File: src/rtl/sbcc_pkg.sv
package sbcc_pkg;

  localparam int CFG_DATA_W    = 32;
  localparam int CFG_INDEX_W   = 3;
  localparam int BOX_W         = 32;
  localparam int CHAIN_ID_W    = 12;
  localparam int POINT_IDX_W   = 16;
  localparam int POINT_LIMIT_W = 17;
  localparam int CHAIN_LIMIT_W = 13;
  localparam int CHAIN_TOTAL_W = 13;
  localparam int NUM_AXES      = 3;
  localparam int BUNDLE_DEPTH  = 3;
  localparam int BUNDLE_CNT_W  = 2;

  localparam logic [POINT_LIMIT_W-1:0] POINT_LIMIT_RESET = 17'd65536;
  localparam logic [CHAIN_LIMIT_W-1:0] CHAIN_LIMIT_RESET = 13'd4096;

  typedef enum logic [CFG_INDEX_W-1:0] {
    CFG_BOX_LOW_X   = 3'd0,
    CFG_BOX_LOW_Y   = 3'd1,
    CFG_BOX_LOW_Z   = 3'd2,
    CFG_BOX_MAX_X   = 3'd3,
    CFG_BOX_MAX_Y   = 3'd4,
    CFG_BOX_MAX_Z   = 3'd5,
    CFG_POINT_LIMIT = 3'd6,
    CFG_CHAIN_LIMIT = 3'd7
  } cfg_reg_t;

  typedef enum logic [1:0] {
    KIND_POINT = 2'd0,
    KIND_DONE  = 2'd1,
    KIND_FAIL  = 2'd2
  } kind_t;

  typedef struct packed {
    logic                   has_segment;
    logic                   end_of_query;
    logic [CHAIN_ID_W-1:0]  chain_id;
    logic [POINT_IDX_W-1:0] point_index;
    logic                   touch;
  } seg_ctrl_t;

  typedef struct packed {
    kind_t                    kind;
    logic                     starts_chain;
    logic [CHAIN_TOTAL_W-1:0] chain_total;
    logic                     final_result;
  } res_meta_t;

endpackage

File: src/rtl/sbcc_if.sv
interface sbcc_seg_if #(parameter int COORD_BITS = 32);
  logic                                  valid;
  logic                                  ready;
  logic                                  has_segment;
  logic signed [COORD_BITS-1:0]          from_x;
  logic signed [COORD_BITS-1:0]          from_y;
  logic signed [COORD_BITS-1:0]          from_z;
  logic signed [COORD_BITS-1:0]          to_x;
  logic signed [COORD_BITS-1:0]          to_y;
  logic signed [COORD_BITS-1:0]          to_z;
  logic [sbcc_pkg::CHAIN_ID_W-1:0]       chain_id;
  logic [sbcc_pkg::POINT_IDX_W-1:0]      point_index;
  logic                                  end_of_query;

  modport source (
    output valid, has_segment, from_x, from_y, from_z, to_x, to_y, to_z,
           chain_id, point_index, end_of_query,
    input  ready
  );
  modport sink (
    input  valid, has_segment, from_x, from_y, from_z, to_x, to_y, to_z,
           chain_id, point_index, end_of_query,
    output ready
  );
endinterface

interface sbcc_res_if #(parameter int COORD_BITS = 32);
  logic                                  valid;
  logic                                  ready;
  sbcc_pkg::kind_t                       kind;
  logic signed [COORD_BITS-1:0]          point_x;
  logic signed [COORD_BITS-1:0]          point_y;
  logic signed [COORD_BITS-1:0]          point_z;
  logic                                  starts_chain;
  logic [sbcc_pkg::CHAIN_TOTAL_W-1:0]    chain_total;
  logic                                  final_result;

  modport source (
    output valid, kind, point_x, point_y, point_z, starts_chain, chain_total,
           final_result,
    input  ready
  );
  modport sink (
    input  valid, kind, point_x, point_y, point_z, starts_chain, chain_total,
           final_result,
    output ready
  );
endinterface

File: src/rtl/sbcc_cfg.sv
module sbcc_cfg #(
  parameter int MAX_POINTS = 65536,
  parameter int MAX_CHAINS = 4096,
  parameter int COORD_BITS = 32,
  parameter int PLW        = 18,
  parameter int CLW        = 14
) (
  input  logic                                             clk,
  input  logic                                             rst,
  input  logic                                             cfg_we,
  input  logic [sbcc_pkg::CFG_INDEX_W-1:0]                 cfg_index,
  input  logic [sbcc_pkg::CFG_DATA_W-1:0]                  cfg_data,
  output logic [sbcc_pkg::NUM_AXES-1:0][COORD_BITS-1:0]    box_low,
  output logic [sbcc_pkg::NUM_AXES-1:0][COORD_BITS-1:0]    box_max,
  output logic [PLW-1:0]                                   plim,
  output logic [CLW-1:0]                                   clim
);
  import sbcc_pkg::*;

  logic [NUM_AXES-1:0][BOX_W-1:0] box_lo_r;
  logic [NUM_AXES-1:0][BOX_W-1:0] box_hi_r;
  logic [POINT_LIMIT_W-1:0]       point_limit;
  logic [CHAIN_LIMIT_W-1:0]       chain_limit;

  always_ff @(posedge clk) begin
    if (rst) begin
      box_lo_r    <= '0;
      box_hi_r    <= '0;
      point_limit <= POINT_LIMIT_RESET;
      chain_limit <= CHAIN_LIMIT_RESET;
    end else if (cfg_we) begin
      unique case (cfg_index)
        CFG_BOX_LOW_X:   box_lo_r[0] <= cfg_data[BOX_W-1:0];
        CFG_BOX_LOW_Y:   box_lo_r[1] <= cfg_data[BOX_W-1:0];
        CFG_BOX_LOW_Z:   box_lo_r[2] <= cfg_data[BOX_W-1:0];
        CFG_BOX_MAX_X:   box_hi_r[0] <= cfg_data[BOX_W-1:0];
        CFG_BOX_MAX_Y:   box_hi_r[1] <= cfg_data[BOX_W-1:0];
        CFG_BOX_MAX_Z:   box_hi_r[2] <= cfg_data[BOX_W-1:0];
        CFG_POINT_LIMIT: point_limit <= cfg_data[POINT_LIMIT_W-1:0];
        CFG_CHAIN_LIMIT: chain_limit <= cfg_data[CHAIN_LIMIT_W-1:0];
        default: ;
      endcase
    end
  end

  for (genvar a = 0; a < NUM_AXES; a++) begin : g_axis
    if (COORD_BITS <= BOX_W) begin : g_trunc
      assign box_low[a] = box_lo_r[a][COORD_BITS-1:0];
      assign box_max[a] = box_hi_r[a][COORD_BITS-1:0];
    end else begin : g_ext
      assign box_low[a] = {{(COORD_BITS-BOX_W){1'b0}}, box_lo_r[a]};
      assign box_max[a] = {{(COORD_BITS-BOX_W){1'b0}}, box_hi_r[a]};
    end
  end

  assign plim = (PLW'(point_limit) > PLW'(MAX_POINTS)) ? PLW'(MAX_POINTS) : PLW'(point_limit);
  assign clim = (CLW'(chain_limit) > CLW'(MAX_CHAINS)) ? CLW'(MAX_CHAINS) : CLW'(chain_limit);

endmodule

File: src/rtl/sbcc_cull.sv
module sbcc_cull #(
  parameter int COORD_BITS = 32
) (
  input  logic                                          clk,
  input  logic                                          rst,
  sbcc_seg_if.sink                                      seg,
  input  logic [sbcc_pkg::NUM_AXES-1:0][COORD_BITS-1:0] box_low,
  input  logic [sbcc_pkg::NUM_AXES-1:0][COORD_BITS-1:0] box_max,
  input  logic                                          take,
  output logic                                          s1_valid,
  output sbcc_pkg::seg_ctrl_t                           s1_ctrl,
  output logic [sbcc_pkg::NUM_AXES-1:0][COORD_BITS-1:0] s1_from,
  output logic [sbcc_pkg::NUM_AXES-1:0][COORD_BITS-1:0] s1_to
);
  import sbcc_pkg::*;

  logic [NUM_AXES-1:0][COORD_BITS-1:0] from_v;
  logic [NUM_AXES-1:0][COORD_BITS-1:0] to_v;
  logic [NUM_AXES-1:0]                 axis_hit;

  assign from_v = {seg.from_z, seg.from_y, seg.from_x};
  assign to_v   = {seg.to_z, seg.to_y, seg.to_x};

  always_comb begin
    for (int a = 0; a < NUM_AXES; a++) begin
      axis_hit[a] = (($signed(from_v[a]) >= $signed(box_low[a])) ||
                     ($signed(to_v[a])   >= $signed(box_low[a]))) &&
                    (($signed(from_v[a]) <= $signed(box_max[a])) ||
                     ($signed(to_v[a])   <= $signed(box_max[a])));
    end
  end

  assign seg.ready = !s1_valid || take;

  always_ff @(posedge clk) begin
    if (rst) begin
      s1_valid <= 1'b0;
    end else if (seg.ready) begin
      s1_valid <= seg.valid;
    end
  end

  always_ff @(posedge clk) begin
    if (seg.valid && seg.ready) begin
      s1_ctrl.has_segment  <= seg.has_segment;
      s1_ctrl.end_of_query <= seg.end_of_query;
      s1_ctrl.chain_id     <= seg.chain_id;
      s1_ctrl.point_index  <= seg.point_index;
      s1_ctrl.touch        <= &axis_hit;
      s1_from              <= from_v;
      s1_to                <= to_v;
    end
  end

endmodule

File: src/rtl/sbcc_coalesce.sv
module sbcc_coalesce #(
  parameter int COORD_BITS = 32,
  parameter int PW         = 17,
  parameter int KW         = 13,
  parameter int PLW        = 18,
  parameter int CLW        = 14
) (
  input  logic                                          clk,
  input  logic                                          rst,
  input  logic                                          s1_valid,
  input  sbcc_pkg::seg_ctrl_t                           s1_ctrl,
  input  logic [sbcc_pkg::NUM_AXES-1:0][COORD_BITS-1:0] s1_from,
  input  logic [sbcc_pkg::NUM_AXES-1:0][COORD_BITS-1:0] s1_to,
  input  logic [PLW-1:0]                                plim,
  input  logic [CLW-1:0]                                clim,
  input  logic                                          bnd_free,
  output logic                                          take,
  output logic                                          bnd_load,
  output logic [sbcc_pkg::BUNDLE_CNT_W-1:0]             bnd_count,
  output sbcc_pkg::res_meta_t [sbcc_pkg::BUNDLE_DEPTH-1:0] bnd_meta,
  output logic [sbcc_pkg::BUNDLE_DEPTH-1:0][sbcc_pkg::NUM_AXES-1:0][COORD_BITS-1:0] bnd_pt
);
  import sbcc_pkg::*;

  logic                     run_open, run_open_next;
  logic [CHAIN_ID_W-1:0]    prev_chain, prev_chain_next;
  logic [POINT_IDX_W-1:0]   prev_point, prev_point_next;
  logic [PW-1:0]            points_sent, points_sent_next;
  logic [KW-1:0]            chains_sent, chains_sent_next;
  logic                     query_failed, query_failed_next;

  logic                     seg_work;
  logic                     cont;
  logic                     fail_ext;
  logic                     fail_new;
  logic [BUNDLE_CNT_W-1:0]  n_res;
  logic [CHAIN_TOTAL_W-1:0] total;

  assign seg_work = s1_ctrl.has_segment && !query_failed && s1_ctrl.touch;
  assign cont     = run_open && (s1_ctrl.chain_id == prev_chain) &&
                    ({1'b0, s1_ctrl.point_index} ==
                     ({1'b0, prev_point} + (POINT_IDX_W+1)'(1)));
  assign fail_ext = (PLW'(points_sent) + PLW'(1)) > plim;
  assign fail_new = ((CLW'(chains_sent) + CLW'(1)) >= clim) ||
                    ((PLW'(points_sent) + PLW'(2)) > plim);

  always_comb begin
    run_open_next     = run_open;
    prev_chain_next   = prev_chain;
    prev_point_next   = prev_point;
    points_sent_next  = points_sent;
    chains_sent_next  = chains_sent;
    query_failed_next = query_failed;
    n_res             = '0;
    bnd_meta          = '0;
    bnd_pt            = '0;

    if (seg_work) begin
      if (cont ? fail_ext : fail_new) begin
        query_failed_next        = 1'b1;
        bnd_meta[0].kind         = KIND_FAIL;
        bnd_meta[0].final_result = 1'b1;
        n_res                    = BUNDLE_CNT_W'(1);
      end else begin
        run_open_next   = 1'b1;
        prev_chain_next = s1_ctrl.chain_id;
        prev_point_next = s1_ctrl.point_index;
        if (cont) begin
          points_sent_next = points_sent + PW'(1);
          bnd_meta[0].kind = KIND_POINT;
          bnd_pt[0]        = s1_to;
          n_res            = BUNDLE_CNT_W'(1);
        end else begin
          points_sent_next         = points_sent + PW'(2);
          chains_sent_next         = chains_sent + KW'(1);
          bnd_meta[0].kind         = KIND_POINT;
          bnd_meta[0].starts_chain = 1'b1;
          bnd_pt[0]                = s1_from;
          bnd_meta[1].kind         = KIND_POINT;
          bnd_pt[1]                = s1_to;
          n_res                    = BUNDLE_CNT_W'(2);
        end
      end
    end

    total = CHAIN_TOTAL_W'(chains_sent_next);

    if (s1_ctrl.end_of_query) begin
      if (!query_failed_next) begin
        bnd_meta[n_res].kind         = KIND_DONE;
        bnd_meta[n_res].final_result = 1'b1;
        n_res                        = n_res + BUNDLE_CNT_W'(1);
      end
      run_open_next     = 1'b0;
      prev_chain_next   = '0;
      prev_point_next   = '0;
      points_sent_next  = '0;
      chains_sent_next  = '0;
      query_failed_next = 1'b0;
    end

    for (int i = 0; i < BUNDLE_DEPTH; i++) begin
      bnd_meta[i].chain_total = total;
    end
  end

  assign take      = s1_valid && ((n_res == '0) || bnd_free);
  assign bnd_load  = take && (n_res != '0);
  assign bnd_count = n_res;

  always_ff @(posedge clk) begin
    if (rst) begin
      run_open     <= 1'b0;
      prev_chain   <= '0;
      prev_point   <= '0;
      points_sent  <= '0;
      chains_sent  <= '0;
      query_failed <= 1'b0;
    end else if (take) begin
      run_open     <= run_open_next;
      prev_chain   <= prev_chain_next;
      prev_point   <= prev_point_next;
      points_sent  <= points_sent_next;
      chains_sent  <= chains_sent_next;
      query_failed <= query_failed_next;
    end
  end

endmodule

File: src/rtl/sbcc_emit.sv
module sbcc_emit #(
  parameter int COORD_BITS = 32
) (
  input  logic                                          clk,
  input  logic                                          rst,
  input  logic                                          load,
  input  logic [sbcc_pkg::BUNDLE_CNT_W-1:0]             count,
  input  sbcc_pkg::res_meta_t [sbcc_pkg::BUNDLE_DEPTH-1:0] meta,
  input  logic [sbcc_pkg::BUNDLE_DEPTH-1:0][sbcc_pkg::NUM_AXES-1:0][COORD_BITS-1:0] pt,
  output logic                                          free,
  sbcc_res_if.source                                    res
);
  import sbcc_pkg::*;

  logic [BUNDLE_CNT_W-1:0]                             cnt;
  res_meta_t [BUNDLE_DEPTH-1:0]                        meta_q;
  logic [BUNDLE_DEPTH-1:0][NUM_AXES-1:0][COORD_BITS-1:0] pt_q;
  logic                                                xfer;

  assign xfer = res.valid && res.ready;
  assign free = (cnt == '0) || ((cnt == BUNDLE_CNT_W'(1)) && res.ready);

  always_ff @(posedge clk) begin
    if (rst) begin
      cnt <= '0;
    end else if (load) begin
      cnt <= count;
    end else if (xfer) begin
      cnt <= cnt - BUNDLE_CNT_W'(1);
    end
  end

  always_ff @(posedge clk) begin
    if (load) begin
      meta_q <= meta;
      pt_q   <= pt;
    end else if (xfer) begin
      for (int i = 0; i < BUNDLE_DEPTH - 1; i++) begin
        meta_q[i] <= meta_q[i+1];
        pt_q[i]   <= pt_q[i+1];
      end
    end
  end

  assign res.valid        = (cnt != '0);
  assign res.kind         = meta_q[0].kind;
  assign res.point_x      = pt_q[0][0];
  assign res.point_y      = pt_q[0][1];
  assign res.point_z      = pt_q[0][2];
  assign res.starts_chain = meta_q[0].starts_chain;
  assign res.chain_total  = meta_q[0].chain_total;
  assign res.final_result = meta_q[0].final_result;

endmodule

File: src/rtl/segment_box_cull_coalesce.sv
// Segment box cull with subchain coalescing. Segments enter on seg, are tested against the
// query box written through the configuration port, and leave on res as points,
// a done marker or a capacity failure. An item is registered after the box test, passes
// the combinational coalescing logic and is loaded into the result buffer, from which res
// offers its first result; the item waits in the box test register while the buffer is busy.
// The block takes one item per cycle while each item yields at most one result and res keeps
// up; an item that opens a subchain yields two or three results, and since res moves one
// result per cycle while ready from the three-entry result buffer, the next item waits until
// the last of them transfers. Configuration writes take effect at the next clock.
module segment_box_cull_coalesce #(
  parameter int MAX_POINTS = 65536,
  parameter int MAX_CHAINS = 4096,
  parameter int COORD_BITS = 32
) (
  input  logic                             clk,
  input  logic                             rst,
  input  logic                             cfg_we,
  input  logic [sbcc_pkg::CFG_INDEX_W-1:0] cfg_index,
  input  logic [sbcc_pkg::CFG_DATA_W-1:0]  cfg_data,
  sbcc_seg_if.sink                         seg,
  sbcc_res_if.source                       res
);
  import sbcc_pkg::*;

  localparam int PW  = $clog2(MAX_POINTS + 1);
  localparam int KW  = $clog2(MAX_CHAINS + 1);
  localparam int PLW = ((PW > POINT_LIMIT_W) ? PW : POINT_LIMIT_W) + 1;
  localparam int CLW = ((KW > CHAIN_LIMIT_W) ? KW : CHAIN_LIMIT_W) + 1;

  logic [NUM_AXES-1:0][COORD_BITS-1:0]                 box_low;
  logic [NUM_AXES-1:0][COORD_BITS-1:0]                 box_max;
  logic [PLW-1:0]                                      plim;
  logic [CLW-1:0]                                      clim;
  logic                                                take;
  logic                                                s1_valid;
  seg_ctrl_t                                           s1_ctrl;
  logic [NUM_AXES-1:0][COORD_BITS-1:0]                 s1_from;
  logic [NUM_AXES-1:0][COORD_BITS-1:0]                 s1_to;
  logic                                                bnd_free;
  logic                                                bnd_load;
  logic [BUNDLE_CNT_W-1:0]                             bnd_count;
  res_meta_t [BUNDLE_DEPTH-1:0]                        bnd_meta;
  logic [BUNDLE_DEPTH-1:0][NUM_AXES-1:0][COORD_BITS-1:0] bnd_pt;

  sbcc_cfg #(
    .MAX_POINTS (MAX_POINTS),
    .MAX_CHAINS (MAX_CHAINS),
    .COORD_BITS (COORD_BITS),
    .PLW        (PLW),
    .CLW        (CLW)
  ) u_cfg (
    .clk       (clk),
    .rst       (rst),
    .cfg_we    (cfg_we),
    .cfg_index (cfg_index),
    .cfg_data  (cfg_data),
    .box_low   (box_low),
    .box_max   (box_max),
    .plim      (plim),
    .clim      (clim)
  );

  sbcc_cull #(
    .COORD_BITS (COORD_BITS)
  ) u_cull (
    .clk      (clk),
    .rst      (rst),
    .seg      (seg),
    .box_low  (box_low),
    .box_max  (box_max),
    .take     (take),
    .s1_valid (s1_valid),
    .s1_ctrl  (s1_ctrl),
    .s1_from  (s1_from),
    .s1_to    (s1_to)
  );

  sbcc_coalesce #(
    .COORD_BITS (COORD_BITS),
    .PW         (PW),
    .KW         (KW),
    .PLW        (PLW),
    .CLW        (CLW)
  ) u_coalesce (
    .clk       (clk),
    .rst       (rst),
    .s1_valid  (s1_valid),
    .s1_ctrl   (s1_ctrl),
    .s1_from   (s1_from),
    .s1_to     (s1_to),
    .plim      (plim),
    .clim      (clim),
    .bnd_free  (bnd_free),
    .take      (take),
    .bnd_load  (bnd_load),
    .bnd_count (bnd_count),
    .bnd_meta  (bnd_meta),
    .bnd_pt    (bnd_pt)
  );

  sbcc_emit #(
    .COORD_BITS (COORD_BITS)
  ) u_emit (
    .clk   (clk),
    .rst   (rst),
    .load  (bnd_load),
    .count (bnd_count),
    .meta  (bnd_meta),
    .pt    (bnd_pt),
    .free  (bnd_free),
    .res   (res)
  );

endmodule
File: src/flat_wrapper.sv
// flat-port wrapper written by rule: the top's interface ports become plain ports
module segment_box_cull_coalesce_flat import sbcc_pkg::*;
#(
  parameter int MAX_POINTS = 65536,
  parameter int MAX_CHAINS = 4096,
  parameter int COORD_BITS = 32
)
  (clk, rst, cfg_we, cfg_index, cfg_data, seg_valid, seg_has_segment, seg_from_x, seg_from_y, seg_from_z, seg_to_x, seg_to_y, seg_to_z, seg_chain_id, seg_point_index, seg_end_of_query, seg_ready, res_valid, res_kind, res_point_x, res_point_y, res_point_z, res_starts_chain, res_chain_total, res_final_result, res_ready);
  sbcc_seg_if #(.COORD_BITS(COORD_BITS)) seg_i ();
  sbcc_res_if #(.COORD_BITS(COORD_BITS)) res_i ();
  input  logic clk;
  input  logic rst;
  input  logic cfg_we;
  input  logic [sbcc_pkg::CFG_INDEX_W-1:0] cfg_index;
  input  logic [sbcc_pkg::CFG_DATA_W-1:0] cfg_data;
  input wire logic [$bits(seg_i.valid)-1:0] seg_valid;
  input wire logic [$bits(seg_i.has_segment)-1:0] seg_has_segment;
  input wire logic [$bits(seg_i.from_x)-1:0] seg_from_x;
  input wire logic [$bits(seg_i.from_y)-1:0] seg_from_y;
  input wire logic [$bits(seg_i.from_z)-1:0] seg_from_z;
  input wire logic [$bits(seg_i.to_x)-1:0] seg_to_x;
  input wire logic [$bits(seg_i.to_y)-1:0] seg_to_y;
  input wire logic [$bits(seg_i.to_z)-1:0] seg_to_z;
  input wire logic [$bits(seg_i.chain_id)-1:0] seg_chain_id;
  input wire logic [$bits(seg_i.point_index)-1:0] seg_point_index;
  input wire logic [$bits(seg_i.end_of_query)-1:0] seg_end_of_query;
  output wire logic [$bits(seg_i.ready)-1:0] seg_ready;
  output wire logic [$bits(res_i.valid)-1:0] res_valid;
  output wire logic [$bits(res_i.kind)-1:0] res_kind;
  output wire logic [$bits(res_i.point_x)-1:0] res_point_x;
  output wire logic [$bits(res_i.point_y)-1:0] res_point_y;
  output wire logic [$bits(res_i.point_z)-1:0] res_point_z;
  output wire logic [$bits(res_i.starts_chain)-1:0] res_starts_chain;
  output wire logic [$bits(res_i.chain_total)-1:0] res_chain_total;
  output wire logic [$bits(res_i.final_result)-1:0] res_final_result;
  input wire logic [$bits(res_i.ready)-1:0] res_ready;
  assign seg_i.valid = seg_valid;
  assign seg_i.has_segment = seg_has_segment;
  assign seg_i.from_x = seg_from_x;
  assign seg_i.from_y = seg_from_y;
  assign seg_i.from_z = seg_from_z;
  assign seg_i.to_x = seg_to_x;
  assign seg_i.to_y = seg_to_y;
  assign seg_i.to_z = seg_to_z;
  assign seg_i.chain_id = seg_chain_id;
  assign seg_i.point_index = seg_point_index;
  assign seg_i.end_of_query = seg_end_of_query;
  assign seg_ready = seg_i.ready;
  assign res_valid = res_i.valid;
  assign res_kind = res_i.kind;
  assign res_point_x = res_i.point_x;
  assign res_point_y = res_i.point_y;
  assign res_point_z = res_i.point_z;
  assign res_starts_chain = res_i.starts_chain;
  assign res_chain_total = res_i.chain_total;
  assign res_final_result = res_i.final_result;
  assign res_i.ready = res_ready;
  segment_box_cull_coalesce #(.MAX_POINTS(MAX_POINTS), .MAX_CHAINS(MAX_CHAINS), .COORD_BITS(COORD_BITS)) u_core (.clk(clk), .rst(rst), .cfg_we(cfg_we), .cfg_index(cfg_index), .cfg_data(cfg_data), .seg(seg_i), .res(res_i));
endmodule
File: config.mk
export PLATFORM = sky130hd
export DESIGN_NAME = segment_box_cull_coalesce_flat
export DESIGN_NICKNAME = d
export VERILOG_FILES = /design/src/rtl/sbcc_pkg.sv /design/src/rtl/sbcc_if.sv /design/src/rtl/sbcc_cfg.sv /design/src/rtl/sbcc_cull.sv /design/src/rtl/sbcc_coalesce.sv /design/src/rtl/sbcc_emit.sv /design/src/rtl/segment_box_cull_coalesce.sv /design/src/flat_wrapper.sv
export SDC_FILE = /design/constraint.sdc
export NUM_CORES = 2
export LEC_CHECK = 0
export BUFFER_PORTS_ARGS = -buffer_cell sky130_fd_sc_hd__buf_2
export CORE_ASPECT_RATIO = 0.75
export CORE_MARGIN = 1
export CORE_UTILIZATION = 45
export CTS_CLUSTER_SIZE = 25
export DETAILED_ROUTE_END_ITERATION = 8
export PLACE_DENSITY = 0.67
export SETUP_SLACK_MARGIN = 0.1
export SLEW_MARGIN = 0
export SYNTH_ARGS = -nofsm -noshare
export SYNTH_HDL_FRONTEND = slang
export SYNTH_SLANG_ARGS = --single-unit
File: constraint.sdc
create_clock -name clk -period 15.5 [get_ports clk]
set_input_delay 0 -clock clk [delete_from_list [all_inputs] [get_ports clk]]
set_output_delay 0 -clock clk [all_outputs]
set_load 0.03 [all_outputs]
# Word level (Yosys, flattened, before mapping)
# Cells that the tools add are included.
# op_classes
bitwise_logic	1
eq_ne	11
magnitude_cmp	19
n_reduce_logical	43
mux	52
addsub	9
# ops
op	n
192-bit two-way mux	4
32-bit >= comparator	6
32-bit less-or-equal comparator	6
96-bit two-way mux	2
34-bit two-way mux	4
51-bit bitwise mux	2
17-bit two-way mux	6
17-bit demux with 2-bit select	2
13-bit two-way mux	5
16-bit two-way mux	3
18-bit greater-than comparator	2
12-bit two-way mux	3
17-bit by 1-bit adder with 18-bit output (second input constant)	1
17-bit by 2-bit adder with 18-bit output (second input constant)	1
16-bit by 1-bit adder with 17-bit output (second input constant)	1
17-bit by 1-bit adder with 17-bit output (second input constant)	1
17-bit by 2-bit adder with 17-bit output (second input constant)	1
16-bit by 17-bit equality test with 1-bit output	1
17-bit greater-than comparator (second input constant)	1
2-bit two-way mux	8
2-bit AND reduction	8
13-bit by 1-bit adder with 14-bit output (second input constant)	1
14-bit >= comparator	1
13-bit by 1-bit adder with 13-bit output (second input constant)	1
22 further kinds	64
# totals
register_bits	751
input_bits	262
elab_cells	180
output_inout_bits	115

# Depth between registers and ports, before layout
# logic_depth
ltp_word	16
mapped_depth	19

# By module
# Synthesis repeated with hierarchy kept, for this count alone.
# hier_totals
cells_unflattened	4413
hier_area_um2	46574.7
# modules_own_cells
mod	instances	seq_area_each_um2	cells_per_inst	area_each_um2
sbcc_cull	1	6716.4	1407	15781.4
sbcc_emit	1	10219.8	720	13974.7
sbcc_coalesce	1	1201.2	1251	8524.4
sbcc_cfg	1	4444.3	1035	8294.2

# Worst setup path after synthesis
# OpenSTA, ideal clock, no wires.
# synth_path
kind	reg2reg
startpoint	reg u_core.u_emit.cnt[0]
endpoint	reg, netlist name u_core.u_cull.s1_ctrl[0]
setup_slack_ns	1.930
path_stages_with_launch	5
t_required_ns	14.560
arrival_time_ns	12.630
synth_period_minus_slack_ns	13.570
cell_sequence	dfxtp_1 -> inv_1 -> ha_1 -> a21oi_1 -> a31oi_1
# synth_between
elab_chain_cells	7
word_cells_on_any_way	8
# synth_rtl
element	line	rtl
start: declaration	sbcc_emit.sv:15	logic [BUNDLE_CNT_W-1:0] cnt;
start signal: assignment	sbcc_emit.sv:27	cnt <= count;
start signal: assignment	sbcc_emit.sv:29	cnt <= cnt - BUNDLE_CNT_W'(1);
2-bit by 1-bit equality test with 1-bit output	sbcc_emit.sv:21	assign free = (cnt == '0) || ((cnt == BUNDLE_CNT_W'(1)) && res.ready);
1-bit logical AND	sbcc_emit.sv:21	
1-bit logical OR *	sbcc_emit.sv:21	
1-bit logical OR *	sbcc_coalesce.sv:107	assign take = s1_valid && ((n_res == '0) || bnd_free);
1-bit logical AND *	sbcc_coalesce.sv:107	
1-bit logical OR *	sbcc_cull.sv:33	assign seg.ready = !s1_valid || take;
1-bit logical AND *	sbcc_cull.sv:44	if (seg.valid && seg.ready) begin
# Every way passes the cells marked *; elsewhere a longest branch is shown, timed or not.
# A chain may end at the register's enable or synchronous reset.

==> flow_summary.ini <==
[run_status]
outcome = completed

[synthesis]
synth_nets = 4611
yosysWarningCount = 0
synthFlopType = edfxtp_1
ys_seq_area_frac = 0.486
synth.cell_area_sq_um = 40100
synth_cell_types = 82
ys_ff_latch = 745
synth-edff-count = 460
async_reset_ff_frac = 0
synthCells = 3914
avgSynthCellArea_sq_um = 10.3

[timing]
slew_violations = 0
hold_viol_final = 0
period_minus_slack_ns = 5.81
rsz0062_at_grt = false
skew_ns = 0.0311
max_slew.worst_pin.slew_ns = 1.24
finalCritPeriodShare = 0.375
fin_setup_tns_ns = 0
relSlewSlack = 0.165
finalSetupViolCount = 0
fmax_ghz = 0.172

[grt]
grt_overflow_total = 0
grtUsageTotal = 0.246
grt_pass1_wl_mm = 171
antenna_found_initial = 19
grt_max_degree = 152
grt_pass1_vias = 28838

[floorplan]
row_count = 94
die_x_microns = 347
die-area_sq_um = 90400
die_y_microns = 261
coreArea_sq_um = 88000
num_io_pins = 377
start_util = 0.456

[clock_tree]
cts_sinks = 745
cts-root-buf = clkbuf_16
cts_buffers = 79
cts_setup_buffers = 0
cts_resized = 0
cts_hold_buffers = 258
clk_latency_ns = 0.64
tritoncts = yes
htree_levels = 3
cts.reportedPaths.clkPinSlew_ns = 0.06
cts_buffer_depth = 3

[route]
drtIter0Drc = 2673
routedWlPerCell_microns = 20.4
finalWirelength_mm = 114
postRouteAntennaNets = 0
vias = 30439
routed_via_density = 5.44
drc_errors = 0
drt_first_pass_iters = 6

[setup_path]
cpPeakStageDelay_ns = 0.86
worstPathCellList = ha_1, nand3_1, nor4_1, nand3_1, xnor2_1, ha_1, a21o_1, a21o_1, a211oi_1, o211a_1, a211oi_1, a211oi_2, and2_1, nand4_1, xnor2_1, mux2_2
critical_path.slowest_cell = nor4_1
arrival_ns = 6.18
endpoint_kind = flip-flop
critPathTopFamily = simple AND/OR/NAND/NOR gates
crit_buf_inv = 0
cp-start-kind = flip-flop
worstSetupPathType = flip-flop to flip-flop
crit_required_ns = 15.87
crit_fanout = 26

[layout]
drive_gt1_frac = 0.132
final_util = 0.539
syn_to_final_growth_pct = 18.3
stdcell_count = 5600
num-nets-final = 5069

[placement]
gp_congestion = 0.923
hpwl_mm = 80.8
dp_cells = 5185
place.port_buffers = 376

[flow_run]
max_cap_viol_count = 0

[power_and_ir_drop]
ir_worst_vdd_mv = 0.0812
p_leak_uw = 0.0188
cellPowerDensity_nw_per_um2 = 109

[min_path]
hold_path.class = input pin to flip-flop
==> worst min-delay path: cells and delay by family <==
family / cells / cell delay, ns
AOI/OAI and AO/OA: 1 / 0.05
and+or+nand+nor: 2 / 0.19
buffers and inverters: 2 / 0.40
==> synth_stat cells (12+ instances only) <==
cell,number,share of area
nand4_1,81,0.013
nor3_1,38,0.0047
dfxtp_1,285,0.14
o21ai_1,12,0.0015
a21oi_1,343,0.043
nor2b_1,43,0.0067
o21ai_0,99,0.012
a211oi_1,27,0.0051
o31ai_1,111,0.021
nor2_1,103,0.0096
a21o_1,81,0.015
and3_1,13,0.0020
mux2i_1,109,0.027
xnor2_1,46,0.010
xor2_1,37,0.0081
ha_1,435,0.14
buf_2,21,0.0026
mux2_2,23,0.0065
nor4_1,26,0.0041
clkbuf_1,130,0.012
o211ai_1,17,0.0032
and2_1,102,0.016
nand2_1,670,0.063
edfxtp_1,460,0.34
clkbuf_2,13,0.0016
nand2b_1,19,0.0030
buf_4,114,0.021
inv_1,223,0.021
a22o_1,27,0.0059
o21a_1,14,0.0026
nand3_1,52,0.0065
==> layout by cell type, fill, tap and decap left out, drive strengths merged, types with 17 or more instances in the layout <==
master and instances:
nand2 670, edfxtp 460, ha 435, buf 404, a21oi 343, dfxtp 285
dlygate4sd3 258, inv 227, o31ai 112, o21ai 112, mux2i 109, clkbuf 104
nor2 103, and2 102, nand4 83, a21o 82, nand3 53, xnor2 50
nor2b 43, nor3 39, xor2 37, a211oi 28, clkinv 28, a22o 27
nor4 26, mux2 23, nand2b 19, o211ai 17
==> cells by family after synthesis <==
| logic type | after synthesis | synth area share |
|---|---|---|
| AO/OA/AOI/OAI | 808 | 0.126 |
| XOR/XNOR | 87 | 0.0197 |
| adder cells (fa/ha/maj) | 436 | 0.136 |
| buffers and inverters | 509 | 0.0595 |
| flip-flops | 745 | 0.486 |
| multiplexers | 133 | 0.0343 |
| AND/OR/NAND/NOR | 1196 | 0.138 |
==> where the power goes <==
| part | total [uW] | internal, uW | switching (uW) |
|---|---|---|---|
| logic | 830 | 271 | 558 |
| registers | 2420 | 2350 | 68.4 |
| clock network | 1950 | 1120 | 824 |
==> final cells by class <==
class,instances,area [sq um]
flip-flops and latches,745,19500
inverters,224,841
multi-input cells,2660,18300
fillers,7679,40500
well taps,1152,1440
repair buffers,662,4710
clock inverters,43,409
diodes,10,25.0
clock buffers,104,2230
==> path summary, 6_finish.rpt <==
kind	cells after the start	start	to	slack [ns]
hold / removal	5	cfg_index[2]	u_core.u_cfg.box_max[70]$_SDFFE_PP0P_	0.06
setup / recovery	16	u_core.u_coalesce.points_sent[2]$_SDFFE_PP0P_	u_core.u_emit.meta_q[21]$_DFFE_PP_	9.69
hold reg to reg	2	u_core.u_cfg.box_max[82]$_SDFFE_PP0P_	u_core.u_cfg.box_max[82]$_SDFFE_PP0P_	0.45
setup reg to reg	16	u_core.u_coalesce.points_sent[2]$_SDFFE_PP0P_	u_core.u_emit.meta_q[21]$_DFFE_PP_	9.69
==> flip-flops by register name, indices dropped and copies added (netlist names), 16 cells and up <==
signal,flops
u_core.u_emit.res.point_x,32
u_core.u_cfg.box_max,96
u_core.u_cfg.box_low,96
u_core.u_cull.s1_to,96
u_core.u_cfg.point_limit,17
u_core.u_emit.res.point_z,32
u_core.u_emit.pt_q,96
u_core.u_coalesce.prev_point,16
u_core.u_emit.meta_q,28
u_core.u_cull.s1_from,96
u_core.u_coalesce.points_sent,17
u_core.u_cull.s1_ctrl,31
u_core.u_emit.res.point_y,32
==> through the flow <==
stage | setup slack, ns | instance area, sq um | total power, uW | hold WS, ns
after detailed placement | 9.78 | 42200 | 3230 | 0.179
after CTS | 9.76 | 47400 | 5230 | 0.0125
after global placement | 9.93 | 42200 | 3220 | 0.178
after global routing | 9.08 | 47500 | 5400 | 0.0536
after floorplan | 1.93 | 40100 | 3040 | 0.0989
final | 9.69 | 47500 | 5190 | 0.0622
==> metal layers <==
metal  routed length, microns  GRT usage
met2                    49300      0.372
met1                    53400      0.352
met5                      116          0
met3                     8370     0.0574
met4                     2810     0.0671
No activity file was read; power rests on OpenSTA's default activity.
